[config.mk]
export PLATFORM = sky130hd
export DESIGN_NAME = platform_interrupt_controller_top
export DESIGN_NICKNAME = d
export VERILOG_FILES = /design/src/sv/plic_pkg.sv /design/src/sv/platform_interrupt_controller_top.sv /design/src/sv/plic_prio_mem.sv /design/src/sv/plic_arbiter.sv
export SDC_FILE = /design/constraint.sdc
export NUM_CORES = 1
export LEC_CHECK = 0
export ABC_AREA = 1
export BUFFER_PORTS_ARGS = -buffer_cell sky130_fd_sc_hd__buf_4
export CAP_MARGIN = 20
export CORE_ASPECT_RATIO = 1.5
export CORE_MARGIN = 2
export CORE_UTILIZATION = 39
export DETAILED_ROUTE_END_ITERATION = 6
export GPL_ROUTABILITY_DRIVEN = 1
export SYNTH_ARGS = -nofsm -noshare
export SYNTH_HDL_FRONTEND = slang
export SYNTH_SLANG_ARGS = --single-unit
[constraint.sdc]
create_clock -name clock -period 4.3 [get_ports clock]
set_clock_uncertainty 0.15 [all_clocks]
set_input_delay 0.215 -clock clock [delete_from_list [all_inputs] [get_ports clock]]
set_output_delay 0.215 -clock clock [all_outputs]
set_load 0.01 [all_outputs]
[src/sv/plic_pkg.sv]
package plic_pkg;

   // Controller sizing.
   localparam int NUM_SOURCES  = 64;
   localparam int MAX_PRIORITY = 7;
   localparam int PRIO_W       = $clog2(MAX_PRIORITY + 1);
   localparam int SRC_W        = $clog2(NUM_SOURCES);
   localparam int CNT_W        = $clog2(NUM_SOURCES + 1);
   localparam int BITMAP_WORDS = (NUM_SOURCES + 31) / 32;
   localparam int WORD_W       = (BITMAP_WORDS > 1) ? $clog2(BITMAP_WORDS) : 1;

   // Port widths.
   localparam int OP_W      = 2;
   localparam int ADDR_W    = 26;
   localparam int DATA_W    = 32;
   localparam int REQ_SRC_W = 6;

   // Priority slots occupy the window below the pending block.
   localparam int SLOT_W = 10;

   // Register map.
   localparam logic [ADDR_W-1:0] PENDING_BASE   = 26'h000_1000;
   localparam logic [ADDR_W-1:0] ENABLE_BASE    = 26'h000_2000;
   localparam logic [ADDR_W-1:0] THRESHOLD_ADDR = 26'h020_0000;
   localparam logic [ADDR_W-1:0] CLAIM_ADDR     = 26'h020_0004;
   localparam logic [ADDR_W-1:0] BITMAP_SPAN    = ADDR_W'(4 * BITMAP_WORDS);

   // Operation codes of a request.
   typedef enum logic [OP_W-1:0] {
      OP_READ  = 2'd0,
      OP_WRITE = 2'd1,
      OP_RAISE = 2'd2,
      OP_NONE  = 2'd3
   } op_type;

   // Sequencer states.
   typedef enum logic [2:0] {
      ST_IDLE,
      ST_EXEC,
      ST_RDWAIT,
      ST_SCAN,
      ST_RESP
   } state_type;

   // Control from the sequencer to the arbitration unit.
   typedef struct packed {
      logic init;
      logic step;
      logic eligible;
   } scan_ctl_type;

   // Saturate a written level at the maximum priority.
   function automatic logic [PRIO_W-1:0] clamp_level(input logic [DATA_W-1:0] v);
      logic [PRIO_W-1:0] r;
      if (v > DATA_W'(MAX_PRIORITY)) begin
         r = PRIO_W'(MAX_PRIORITY);
      end else begin
         r = v[PRIO_W-1:0];
      end
      return r;
   endfunction

endpackage

[src/sv/platform_interrupt_controller_top.sv]
// Single-context platform interrupt controller.
// Request channel: a transaction is taken at a rising edge where start is high
// and busy is low. req_operation selects a bus read, a bus write or a source
// raising its interrupt; req_address, req_write_data and req_source carry the rest.
// Response channel: every request gives exactly one response, shown for one
// cycle with rsp_strobe high. rsp_read_data holds read data or the claimed id,
// rsp_irq_request tells whether an eligible source remains after the request,
// and rsp_bad_access flags an address that decodes to no register.
// Sequence: ST_EXEC executes the request, a priority read passes through
// ST_RDWAIT, and ST_SCAN rescans every source before ST_RESP gives the strobe.
// Busy stays high throughout, and the next request may be taken on the cycle
// after the strobe. In the arbitration scan, after every request, one compare
// unit walks all sources through the single read port of the priority memory.
// A claim answers from the winner of the previous scan.
// Reset clears all priorities, bitmaps and the threshold at once; no clearing
// pass is needed. The receiver cannot stall, so a response is never held.
module platform_interrupt_controller_top
   import plic_pkg::*;
(
   input  logic                 clock,
   input  logic                 reset,
   input  logic                 start,
   output logic                 busy,
   input  logic [OP_W-1:0]      req_operation,
   input  logic [ADDR_W-1:0]    req_address,
   input  logic [DATA_W-1:0]    req_write_data,
   input  logic [REQ_SRC_W-1:0] req_source,
   output logic                 rsp_strobe,
   output logic [DATA_W-1:0]    rsp_read_data,
   output logic                 rsp_irq_request,
   output logic                 rsp_bad_access
);

   state_type              state_ff, state_in;
   logic [CNT_W-1:0]       scan_cnt_ff, scan_cnt_in;
   logic [NUM_SOURCES-1:0] pending_ff, pending_in;
   logic [NUM_SOURCES-1:0] enable_ff, enable_in;
   logic [NUM_SOURCES-1:0] in_service_ff, in_service_in;
   logic [PRIO_W-1:0]      threshold_ff, threshold_in;
   logic [DATA_W-1:0]      rdata_ff, rdata_in;
   logic                   bad_ff, bad_in;

   // Captured request.
   logic [OP_W-1:0]        op_ff, op_in;
   logic [ADDR_W-1:0]      addr_ff, addr_in;
   logic [DATA_W-1:0]      wdata_ff, wdata_in;
   logic [REQ_SRC_W-1:0]   src_ff, src_in;

   logic                   mem_wr_en;
   logic [SRC_W-1:0]       mem_rd_addr;
   logic [PRIO_W-1:0]      mem_rd_data;
   scan_ctl_type           scan_ctl;
   logic [SRC_W-1:0]       scan_idx;
   logic [SRC_W-1:0]       best;

   logic [SLOT_W-1:0]      slot;
   logic [WORD_W-1:0]      word_sel;
   logic [SRC_W-1:0]       raise_idx;
   logic [SRC_W-1:0]       done_idx;
   logic [DATA_W-1:0]      pending_word;
   logic [DATA_W-1:0]      enable_word;

   // Address fields of the captured request.
   assign slot      = addr_ff[SLOT_W+1:2];
   assign word_sel  = addr_ff[WORD_W+1:2];
   assign raise_idx = SRC_W'(src_ff);
   assign done_idx  = SRC_W'(wdata_ff);
   assign scan_idx  = SRC_W'(scan_cnt_ff - 1'b1);

   // Bitmap words seen by the bus; source zero always reads as clear.
   always_comb begin
      pending_word = '0;
      enable_word  = '0;
      for (int k = 0; k < BITMAP_WORDS; k++) begin
         if (word_sel == WORD_W'(k)) begin
            for (int b = 0; b < 32; b++) begin
               if ((k * 32 + b != 0) && (k * 32 + b < NUM_SOURCES)) begin
                  pending_word[b] = pending_ff[k * 32 + b];
                  enable_word[b]  = enable_ff[k * 32 + b];
               end
            end
         end
      end
   end

   // Sequencer: execute the transaction, then rescan every source.
   always_comb begin
      state_in      = state_ff;
      scan_cnt_in   = scan_cnt_ff;
      pending_in    = pending_ff;
      enable_in     = enable_ff;
      in_service_in = in_service_ff;
      threshold_in  = threshold_ff;
      rdata_in      = rdata_ff;
      bad_in        = bad_ff;
      op_in         = op_ff;
      addr_in       = addr_ff;
      wdata_in      = wdata_ff;
      src_in        = src_ff;
      mem_wr_en     = 1'b0;
      mem_rd_addr   = SRC_W'(scan_cnt_ff);
      scan_ctl      = '0;

      case (state_ff)
         ST_IDLE: begin
            if (start) begin
               op_in    = req_operation;
               addr_in  = req_address;
               wdata_in = req_write_data;
               src_in   = req_source;
               state_in = ST_EXEC;
            end
         end

         ST_EXEC: begin
            rdata_in    = '0;
            bad_in      = 1'b0;
            mem_rd_addr = SRC_W'(slot);
            state_in    = ST_SCAN;
            case (op_type'(op_ff))
               OP_RAISE: begin
                  // A source already in service keeps its raise held off.
                  if ((src_ff != '0) && (32'(src_ff) < NUM_SOURCES) &&
                      !in_service_ff[raise_idx]) begin
                     pending_in[raise_idx] = 1'b1;
                  end
               end
               OP_READ, OP_WRITE: begin
                  if (addr_ff[1:0] != 2'b00) begin
                     bad_in = 1'b1;
                  end else if (addr_ff < PENDING_BASE) begin
                     // Priority slot of one source.
                     if (32'(slot) >= NUM_SOURCES) begin
                        bad_in = 1'b1;
                     end else if (op_ff == OP_WRITE) begin
                        mem_wr_en = (slot != '0);
                     end else begin
                        state_in = ST_RDWAIT;
                     end
                  end else if ((addr_ff >= PENDING_BASE) &&
                               (addr_ff < PENDING_BASE + BITMAP_SPAN)) begin
                     // The pending bitmap is read-only.
                     if (op_ff == OP_READ) begin
                        rdata_in = pending_word;
                     end
                  end else if ((addr_ff >= ENABLE_BASE) &&
                               (addr_ff < ENABLE_BASE + BITMAP_SPAN)) begin
                     if (op_ff == OP_WRITE) begin
                        for (int k = 0; k < BITMAP_WORDS; k++) begin
                           if (word_sel == WORD_W'(k)) begin
                              for (int b = 0; b < 32; b++) begin
                                 if ((k * 32 + b != 0) && (k * 32 + b < NUM_SOURCES)) begin
                                    enable_in[k * 32 + b] = wdata_ff[b];
                                 end
                              end
                           end
                        end
                     end else begin
                        rdata_in = enable_word;
                     end
                  end else if (addr_ff == THRESHOLD_ADDR) begin
                     if (op_ff == OP_WRITE) begin
                        threshold_in = clamp_level(wdata_ff);
                     end else begin
                        rdata_in = DATA_W'(threshold_ff);
                     end
                  end else if (addr_ff == CLAIM_ADDR) begin
                     if (op_ff == OP_WRITE) begin
                        // Complete: only a real source id is honored.
                        if ((wdata_ff != '0) && (wdata_ff < DATA_W'(NUM_SOURCES))) begin
                           in_service_in[done_idx] = 1'b0;
                        end
                     end else begin
                        // Claim: the winner of the last scan is still current.
                        if (best != '0) begin
                           pending_in[best]    = 1'b0;
                           in_service_in[best] = 1'b1;
                        end
                        rdata_in = DATA_W'(best);
                     end
                  end else begin
                     bad_in = 1'b1;
                  end
               end
               default: begin
               end
            endcase
         end

         ST_RDWAIT: begin
            rdata_in = DATA_W'(mem_rd_data);
            state_in = ST_SCAN;
         end

         ST_SCAN: begin
            // Count n issues the read of source n and compares source n - 1.
            scan_ctl.init     = (scan_cnt_ff == '0);
            scan_ctl.step     = (scan_cnt_ff != '0);
            scan_ctl.eligible = pending_ff[scan_idx] & enable_ff[scan_idx];
            if (scan_cnt_ff == CNT_W'(NUM_SOURCES)) begin
               scan_cnt_in = '0;
               state_in    = ST_RESP;
            end else begin
               scan_cnt_in = scan_cnt_ff + 1'b1;
            end
         end

         ST_RESP: begin
            state_in = ST_IDLE;
         end

         default: begin
            state_in = ST_IDLE;
         end
      endcase
   end

   // Control state.
   always_ff @(posedge clock) begin
      if (reset) begin
         state_ff      <= ST_IDLE;
         scan_cnt_ff   <= '0;
         pending_ff    <= '0;
         enable_ff     <= '0;
         in_service_ff <= '0;
         threshold_ff  <= '0;
         rdata_ff      <= '0;
         bad_ff        <= 1'b0;
      end else begin
         state_ff      <= state_in;
         scan_cnt_ff   <= scan_cnt_in;
         pending_ff    <= pending_in;
         enable_ff     <= enable_in;
         in_service_ff <= in_service_in;
         threshold_ff  <= threshold_in;
         rdata_ff      <= rdata_in;
         bad_ff        <= bad_in;
      end
   end

   // Captured request payload.
   always_ff @(posedge clock) begin
      op_ff    <= op_in;
      addr_ff  <= addr_in;
      wdata_ff <= wdata_in;
      src_ff   <= src_in;
   end

   plic_prio_mem u_prio_mem (
      .clock   (clock),
      .reset   (reset),
      .wr_en   (mem_wr_en),
      .wr_addr (SRC_W'(slot)),
      .wr_data (clamp_level(wdata_ff)),
      .rd_addr (mem_rd_addr),
      .rd_data (mem_rd_data)
   );

   plic_arbiter u_arbiter (
      .clock     (clock),
      .reset     (reset),
      .ctl       (scan_ctl),
      .idx       (scan_idx),
      .prio      (mem_rd_data),
      .threshold (threshold_ff),
      .best      (best)
   );

   // Response ports.
   assign busy            = (state_ff != ST_IDLE);
   assign rsp_strobe      = (state_ff == ST_RESP);
   assign rsp_read_data   = rdata_ff;
   assign rsp_irq_request = (best != '0);
   assign rsp_bad_access  = bad_ff;

   // A source is never pending and in service at once.
   assert property (@(posedge clock) disable iff (reset)
      (pending_ff & in_service_ff) == '0)
      else $error("source both pending and in service");

   // A reported request comes from a source that is pending and enabled.
   assert property (@(posedge clock) disable iff (reset)
      (rsp_strobe && rsp_irq_request) |-> (pending_ff[best] && enable_ff[best]))
      else $error("interrupt request from an ineligible source");

   // Each transaction gives a single one-cycle strobe and then frees the port.
   assert property (@(posedge clock) disable iff (reset)
      rsp_strobe |=> (!rsp_strobe && !busy))
      else $error("response strobe not followed by idle");

   // The scan always completes before a response.
   assert property (@(posedge clock) disable iff (reset)
      rsp_strobe |-> ($past(scan_cnt_ff) == CNT_W'(NUM_SOURCES)))
      else $error("response before the scan finished");

endmodule

[src/sv/plic_prio_mem.sv]
module plic_prio_mem
   import plic_pkg::*;
(
   input  logic              clock,
   input  logic              reset,
   input  logic              wr_en,
   input  logic [SRC_W-1:0]  wr_addr,
   input  logic [PRIO_W-1:0] wr_data,
   input  logic [SRC_W-1:0]  rd_addr,
   output logic [PRIO_W-1:0] rd_data
);

   logic [PRIO_W-1:0]      mem [NUM_SOURCES];
   logic [NUM_SOURCES-1:0] valid_ff;
   logic [PRIO_W-1:0]      rd_data_ff;

   // An entry never written since reset reads as priority zero.
   always_ff @(posedge clock) begin
      if (reset) begin
         valid_ff <= '0;
      end else if (wr_en) begin
         valid_ff[wr_addr] <= 1'b1;
      end
   end

   // Single write port, single registered read port.
   always_ff @(posedge clock) begin
      if (wr_en) begin
         mem[wr_addr] <= wr_data;
      end
      rd_data_ff <= valid_ff[rd_addr] ? mem[rd_addr] : '0;
   end

   assign rd_data = rd_data_ff;

endmodule

[src/sv/plic_arbiter.sv]
module plic_arbiter
   import plic_pkg::*;
(
   input  logic              clock,
   input  logic              reset,
   input  scan_ctl_type      ctl,
   input  logic [SRC_W-1:0]  idx,
   input  logic [PRIO_W-1:0] prio,
   input  logic [PRIO_W-1:0] threshold,
   output logic [SRC_W-1:0]  best
);

   logic [SRC_W-1:0]  best_ff, best_in;
   logic [PRIO_W-1:0] best_prio_ff, best_prio_in;

   // One compare per cycle; a strictly higher level wins, so ties keep the lower id.
   always_comb begin
      best_in      = best_ff;
      best_prio_in = best_prio_ff;
      if (ctl.init) begin
         best_in      = '0;
         best_prio_in = threshold;
      end else if (ctl.step && ctl.eligible && (prio > best_prio_ff)) begin
         best_in      = idx;
         best_prio_in = prio;
      end
   end

   always_ff @(posedge clock) begin
      if (reset) begin
         best_ff      <= '0;
         best_prio_ff <= '0;
      end else begin
         best_ff      <= best_in;
         best_prio_ff <= best_prio_in;
      end
   end

   assign best = best_ff;

endmodule

======== After elaboration in Yosys (flattened, before gate mapping) ========
Memory sizes are Yosys's and may differ from the RTL's. A register that Yosys moved wholly into a read port is not among the register bits.
Index checks and enable logic that the tools add are counted.
operators by class
  add/subtract/negate cells ............... 2
  mux-type cells .......................... 73
  eq/ne operators ......................... 21
  magnitude comparators ................... 19
  reduce and logical (&&, ||, !) cells .... 35
  bitwise operators ....................... 14
operators by type and width
  kind                                                                               count
  64-bit two-way mux                                                                 12
  32-bit two-way mux                                                                 10
  64-bit bitwise OR                                                                  3
  64-bit bitwise AND                                                                 2
  64-bit inverter                                                                    2
  64-bit one-hot mux with 2 select lines                                             1
  32-bit one-hot mux with 2 select lines                                             1
  26-bit by 22-bit equality test with 1-bit output (second input constant)           2
  26-bit by 13-bit < comparator with 1-bit output (second input constant)            2
  6-bit by 7-bit < comparator with 1-bit output (second input constant)              6
  32-bit by 3-bit greater-than comparator with 1-bit output (second input constant)  1
  32-bit by 7-bit < comparator with 1-bit output (second input constant)             1
  32-bit nonzero test                                                                1
  1-bit two-way mux                                                                  29
  26-bit by 13-bit >= comparator with 1-bit output (second input constant)           1
  26-bit by 14-bit >= comparator with 1-bit output (second input constant)           1
  26-bit by 14-bit < comparator with 1-bit output (second input constant)            1
  1-bit binary-select mux with 6-bit select                                          4
  1-bit demux with 6-bit select                                                      4
  6-bit by 1-bit >= comparator with 1-bit output (second input constant)             4
  8-bit AND reduction                                                                3
  2-bit inequality test (second input constant)                                      11
  3-bit two-way mux                                                                  7
  6-bit two-way mux                                                                  3
  29 further kinds                                                                   52
word-level totals
  output and inout bits ................... 36
  logic and storage cells ................. 181
  memories ................................ 1
  register bits ........................... 376
  RAM bits ................................ 192
  input bits .............................. 69
memory list
  memory          depth  width  rd ports  clocked after memory_dff  wr ports  RTL line             source
  u_prio_mem.mem  64     3      1         1                         1         plic_prio_mem.sv:13  logic [PRIO_W-1:0] mem [NUM_SOURCES];

======== Longest topological paths before layout ========
  word-level depth ........................ 15
  mapped depth ............................ 21
  mapped depth without buffers ............ 18

======== Hierarchy ========
From an unflattened synthesis, not the netlist that was laid out.
unflattened totals
  cells, all modules ...................... 3588
  area total of the unflattened synthesis .. 27490.1 µm²
modules (own cells, without submodules)
  module                             area an instance (µm²)  cells each  seq. area each (µm²)  times used
  platform_interrupt_controller_top  16359.4                 2415        6706.4                1
  plic_prio_mem                      10681.5                 1108        7106.8                1
  plic_arbiter                       449.2                   65          180.2                 1

======== Least setup slack after synthesis ========
No wires, ideal clock.
  path type ............................... register to register
  start point ............................. register state_ff[1]
  end point ............................... register addr_ff[0], enable pin
  path buffers ............................ 0
  cell stages (with the launch flop) ...... 4
  path slack .............................. 0.276 ns
  clock period less this slack ............ 4.024 ns
  arrival ................................. 3.383 ns
  cell sequence ........................... dfxtp_1 > inv_1 > nand3_1 > nor2_1
on the way
  longest elaborated chain between the ends .. 2
ends and longest elaborated chain
  element                               RTL line                                  source
  start, declared                       platform_interrupt_controller_top.sv:34   state_type state_ff, state_in;
  start signal, assigned                platform_interrupt_controller_top.sv:230  state_ff <= state_in;
  3-bit logical NOT                     platform_interrupt_controller_top.sv:104  case (state_ff)
  2-bit AND reduction (no source line)  -
  end signal, assigned                  platform_interrupt_controller_top.sv:244  addr_ff <= addr_in;
  end, declared                         platform_interrupt_controller_top.sv:45   logic [ADDR_W-1:0] addr_ff, addr_in;
Every way passes these cells.
A chain may end at the register's enable or synchronous reset.

======== Worst setup path in the final report ========
  start point ............................. register u_arbiter.best_ff[1] (netlist: u_arbiter.best[1])
  end point ............................... register pending_ff[54]
on the way
  longest elaborated chain between the ends .. 15
ends and longest elaborated chain
  element                                                                                                                                RTL line                                  source
  start, declared                                                                                                                        plic_arbiter.sv:13                        logic [SRC_W-1:0] best_ff, best_in;
  start signal, assigned                                                                                                                 plic_arbiter.sv:34                        best_ff <= best_in;
  6-bit by 7-bit < comparator with 1-bit output (not written as such) or 6-bit by 1-bit >= comparator with 1-bit output (tied branches)  platform_interrupt_controller_top.sv:176  pending_in[best] = 1'b0;
  1-bit logical AND (not written as such)                                                                                                platform_interrupt_controller_top.sv:176
  1-bit two-way mux (not written as such)                                                                                                platform_interrupt_controller_top.sv:176
  1-bit demux with 6-bit select                                                                                                          platform_interrupt_controller_top.sv:176
  64-bit inverter (no source line)                                                                                                       -
  64-bit bitwise AND (no source line)                                                                                                    -
  64-bit two-way mux                                                                                                                     platform_interrupt_controller_top.sv:175  if (best != '0) begin
  64-bit two-way mux                                                                                                                     platform_interrupt_controller_top.sv:168  if (op_ff == OP_WRITE) begin
  64-bit two-way mux                                                                                                                     platform_interrupt_controller_top.sv:167  end else if (addr_ff == CLAIM_ADDR) begin
  64-bit two-way mux                                                                                                                     platform_interrupt_controller_top.sv:161  end else if (addr_ff == THRESHOLD_ADDR) begin
  64-bit two-way mux                                                                                                                     platform_interrupt_controller_top.sv:146  end else if ((addr_ff >= ENABLE_BASE) &&
  64-bit two-way mux                                                                                                                     platform_interrupt_controller_top.sv:140  end else if ((addr_ff >= PENDING_BASE) &&
  64-bit two-way mux                                                                                                                     platform_interrupt_controller_top.sv:131  end else if (addr_ff < PENDING_BASE) begin
  64-bit two-way mux                                                                                                                     platform_interrupt_controller_top.sv:129  if (addr_ff[1:0] != 2'b00) begin
  64-bit one-hot mux with 2 select lines                                                                                                 platform_interrupt_controller_top.sv:120  case (op_type'(op_ff))
  end signal, assigned                                                                                                                   platform_interrupt_controller_top.sv:232  pending_ff <= pending_in;
  end, declared                                                                                                                          platform_interrupt_controller_top.sv:36   logic [NUM_SOURCES-1:0] pending_ff, pending_in;
Parallel ways exist; a longest one is shown, timed or not. The select of a mux whose other input is x is not followed.

==> summary.txt <==
Floorplan
  – Core Area: 71,500 um^2
  – Die X: 224 um
  – Rows: 120
  – Chip height: 334 um
  – Ports: 105
  – Starting Density: 0.395
  – Full die area: 74,600 um^2

Logic synthesis
  – Post-synth EDFFs: 258
  – Flop and latch count out of synthesis: 570
  – Yosys cell types: 42
  – Syn Area/Cell: 7.56 um^2
  – Most frequent cells after synthesis: nand2_1 (812), inv_1 (485), nand3_1 (442)
  – Yosys top cell area share: 0.274
  – Area leader, netlist: edfxtp_1
  – Number of synthesis warnings: 0
  – Part of the Yosys area used for sequential elements: 0.496
  – Top_reg_cell synth: dfxtp_1
  – Top cells by area, synth: edfxtp_1 (27%), dfxtp_1 (22%), nand2_1 (11%), nand3_1 (7.8%), o21ai_0 (7.3%)
  – Ys async rst share: 0
  – Mapped Cells: 3,735
  – Post-synthesis cell area: 28,200 um^2
  – Count leader, synth: nand2_1

Global route
  – Number of global-route vias before repair: 25,300
  – Initial antenna violation count: 0
  – Overflow left after global routing: 0
  – First-pass GRT wire length: 154,000 um
  – GRT Total Usage: 0.271
  – Largest net degree at the start of global routing: 105

Route
  – Routed vias: 26,400
  – Top Metal Used: met4
  – M1 WL: 37,300 um
  – Routed length per instance: 21.5 um
  – DRC: 0
  – Vias per cell: 5.52
  – DRT Pass-1 Iters: 7
  – WL met2: 51,600 um
  – DRT iter0 DRCs: 2,654
  – Met3 Wirelength: 5470 um
  – Routed wire length: 103,000 um
  – ANT nets after route: 0

Setup path
  – Most frequent CP cell: inv_1
  – Setup crit end kind: flip-flop
  – Data arrival, critical path: 3.67 ns
  – WP data required: 4.65 ns
  – Critical path peak fanout: 8
  – CP max stage delay: 0.84 ns
  – CP cell instances: inv_1 > nor3_1 > inv_1 > nor2_1 > o22ai_1 > nand3_1 > a21oi_1
  – Worst Setup Start Kind: flip-flop
  – CP max-delay cell: nor3_1
  – Kind of critical path: flip-flop to flip-flop

Cells and area
  – Layout cells sized above 1: 0.0762
  – Final core utilization: 0.455
  – Number of fill cells in the layout: 7,387
  – Nets@finish: 3,896
  – Synth-to-Final Area Change: 15.1%

Hold path
  – HP Class: primary input to flip-flop

STA
  – RSZ-0062 raised after global routing: no
  – Setup TNS: 0 ns
  – Least-Margin Pin Slew: 1.02 ns
  – F_max: 0.302 GHz
  – Final hold vios: 0
  – PnR worst setup slack: 0.983 ns
  – Slew Limit Headroom: 0.315
  – Final hold slack: 0.133 ns
  – Final setup fails: 0
  – Fin crit period: 3.32 ns
  – Max Slew Vio Count: 0
  – Final Cycle Share: 0.771

Run status
  – Outcome: finished clean

Clock network
  – Post-CTS Resized: 0
  – Clk pin slew, worst setup/hold paths: 0.06 ns
  – CTS tree: done
  – Worst-skew pair later-pin latency: 0.65 ns
  – Post-CTS Setup Inserts: 0
  – Clk root buf: clkbuf_16
  – CTS Buf Count: 56
  – CTS sink count: 570
  – H-Tree Level Count: 2
  – CTS Buffer Depth: 3

Run
  – Max-capacitance violation count: 0

Place
  – GP Congestion: 0.959
  – Port bufs: 104
  – DP HPWL: 70,300 um
  – Post-Place Worst Slack: 0.945 ns

Power and ir drop
  – VDD IR max: 0.297 mV
  – Power per cell area: 405 nW/um^2
  – Static leakage: 12.0 nW
  – Pwr Total: 0.0132 W
==> layout by cell type, fill, tap and decap left out, types with 3 or more instances in the layout <==
| cell type | n |
|---|---|
| ha_1 | 5 |
| buf_4 | 161 |
| o31ai_1 | 8 |
| inv_1 | 481 |
| clkinv_1 | 3 |
| nor3_1 | 46 |
| a22oi_1 | 8 |
| o21ai_0 | 411 |
| clkinvlp_4 | 4 |
| dfxtp_1 | 312 |
| nand2_1 | 809 |
| o22ai_1 | 10 |
| a32oi_1 | 3 |
| nand2_2 | 4 |
| inv_2 | 10 |
| clkbuf_1 | 13 |
| xor2_1 | 7 |
| bufinv_16 | 3 |
| a21oi_1 | 317 |
| buf_12 | 8 |
| o21a_1 | 63 |
| nand3_1 | 442 |
| a31oi_1 | 6 |
| nor4_1 | 6 |
| nor2_4 | 4 |
| edfxtp_1 | 258 |
| nand4_1 | 14 |
| nand3b_1 | 5 |
| dlygate4sd3_1 | 68 |
| conb_1 | 3 |
| clkbuf_16 | 59 |
| clkbuf_8 | 6 |
| o211ai_1 | 34 |
| clkinv_2 | 16 |
| nor2_1 | 236 |
==> stage by stage <==
stage	instances	area, um^2
2_1_floorplan	3737	28200
3_3_place_gp	4609	29900
3_5_place_dp	4609	29900
4_1_cts	4783	32400
5_1_grt	4785	32500
6_report	4786	32500
==> kinds of logic after synthesis <==
| kind of cell | share of synthesized area |
|---|---|
| xor gates and xnor gates | 0.00248 |
| DFF | 0.496 |
| adders and majority gates | 0.00222 |
| other | 0.000133 |
| AOI/OAI and AO/OA | 0.165 |
| and+or+nand+nor | 0.237 |
| buffers and inverters | 0.0974 |
==> state kept, by name, indices dropped and copies added, names as in the netlist, 3 cells and up <==
| name | flops |
|---|---|
| addr_ff | 26 |
| enable_ff | 63 |
| in_service_ff | 64 |
| pending_ff | 63 |
| raise_idx | 6 |
| rsp_read_data | 32 |
| scan_cnt_ff | 7 |
| state_ff | 3 |
| threshold_ff | 3 |
| u_arbiter.best | 6 |
| u_arbiter.best_prio_ff | 3 |
| u_prio_mem.mem | 192 |
| u_prio_mem.rd_data | 3 |
| u_prio_mem.valid_ff | 64 |
| wdata_ff | 32 |
==> path summary, 6_finish.rpt <==
path / to / depth (start not counted) / startpoint / slack, ns
worst min-delay path: wdata_ff[6] / 2 / req_write_data[6] / 0.13
worst min register to register: in_service_ff[0] / 2 / in_service_ff[0] / 0.28
worst max register to register: pending_ff[54] / 7 / u_arbiter.best[1] / 0.98
worst max-delay path: pending_ff[54] / 7 / u_arbiter.best[1] / 0.98
==> critical path, delay by kind of cell (launching register included) <==
| family | cells | cell delay, ns |
|---|---|---|
| buffers and inverters | 2 | 0.71 |
| flip-flops | 1 | 0.54 |
| AND/OR/NAND/NOR | 3 | 1.55 |
| AO/OA/AOI/OAI | 2 | 0.22 |
==> power breakdown <==
group | internal [W] | switching [W]
clock | 0.00280 | 0.00225
sequential | 0.00575 | 0.000113
combinational | 0.000628 | 0.00162
==> timing repair <==
item | in CTS | in global routing
hold buffers | 68 | 0
hold endpoints to repair | 97 | 0
endpoints found under the setup margin | 0 | 0
==> cell type report <==
cell class,instances,area [um^2],share of cell area
flip-flops and latches,570,14000,0.431
multi-input cells,2462,11500,0.355
inverters,493,1860,0.0571
diodes,1,2.50,0.0000770
clock buffers,78,1610,0.0495
well taps,915,1140,0.0352
clock inverters,28,239,0.00735
repair buffers,239,2100,0.0648
==> layer usage <==
layer  track usage  vias up
li1              -    12500
met1         0.295    12500
met2         0.484     1017
met3        0.0336      362
met4         0.195        0
met5             0        -
Note: power is estimated with default switching activity, not from simulation.
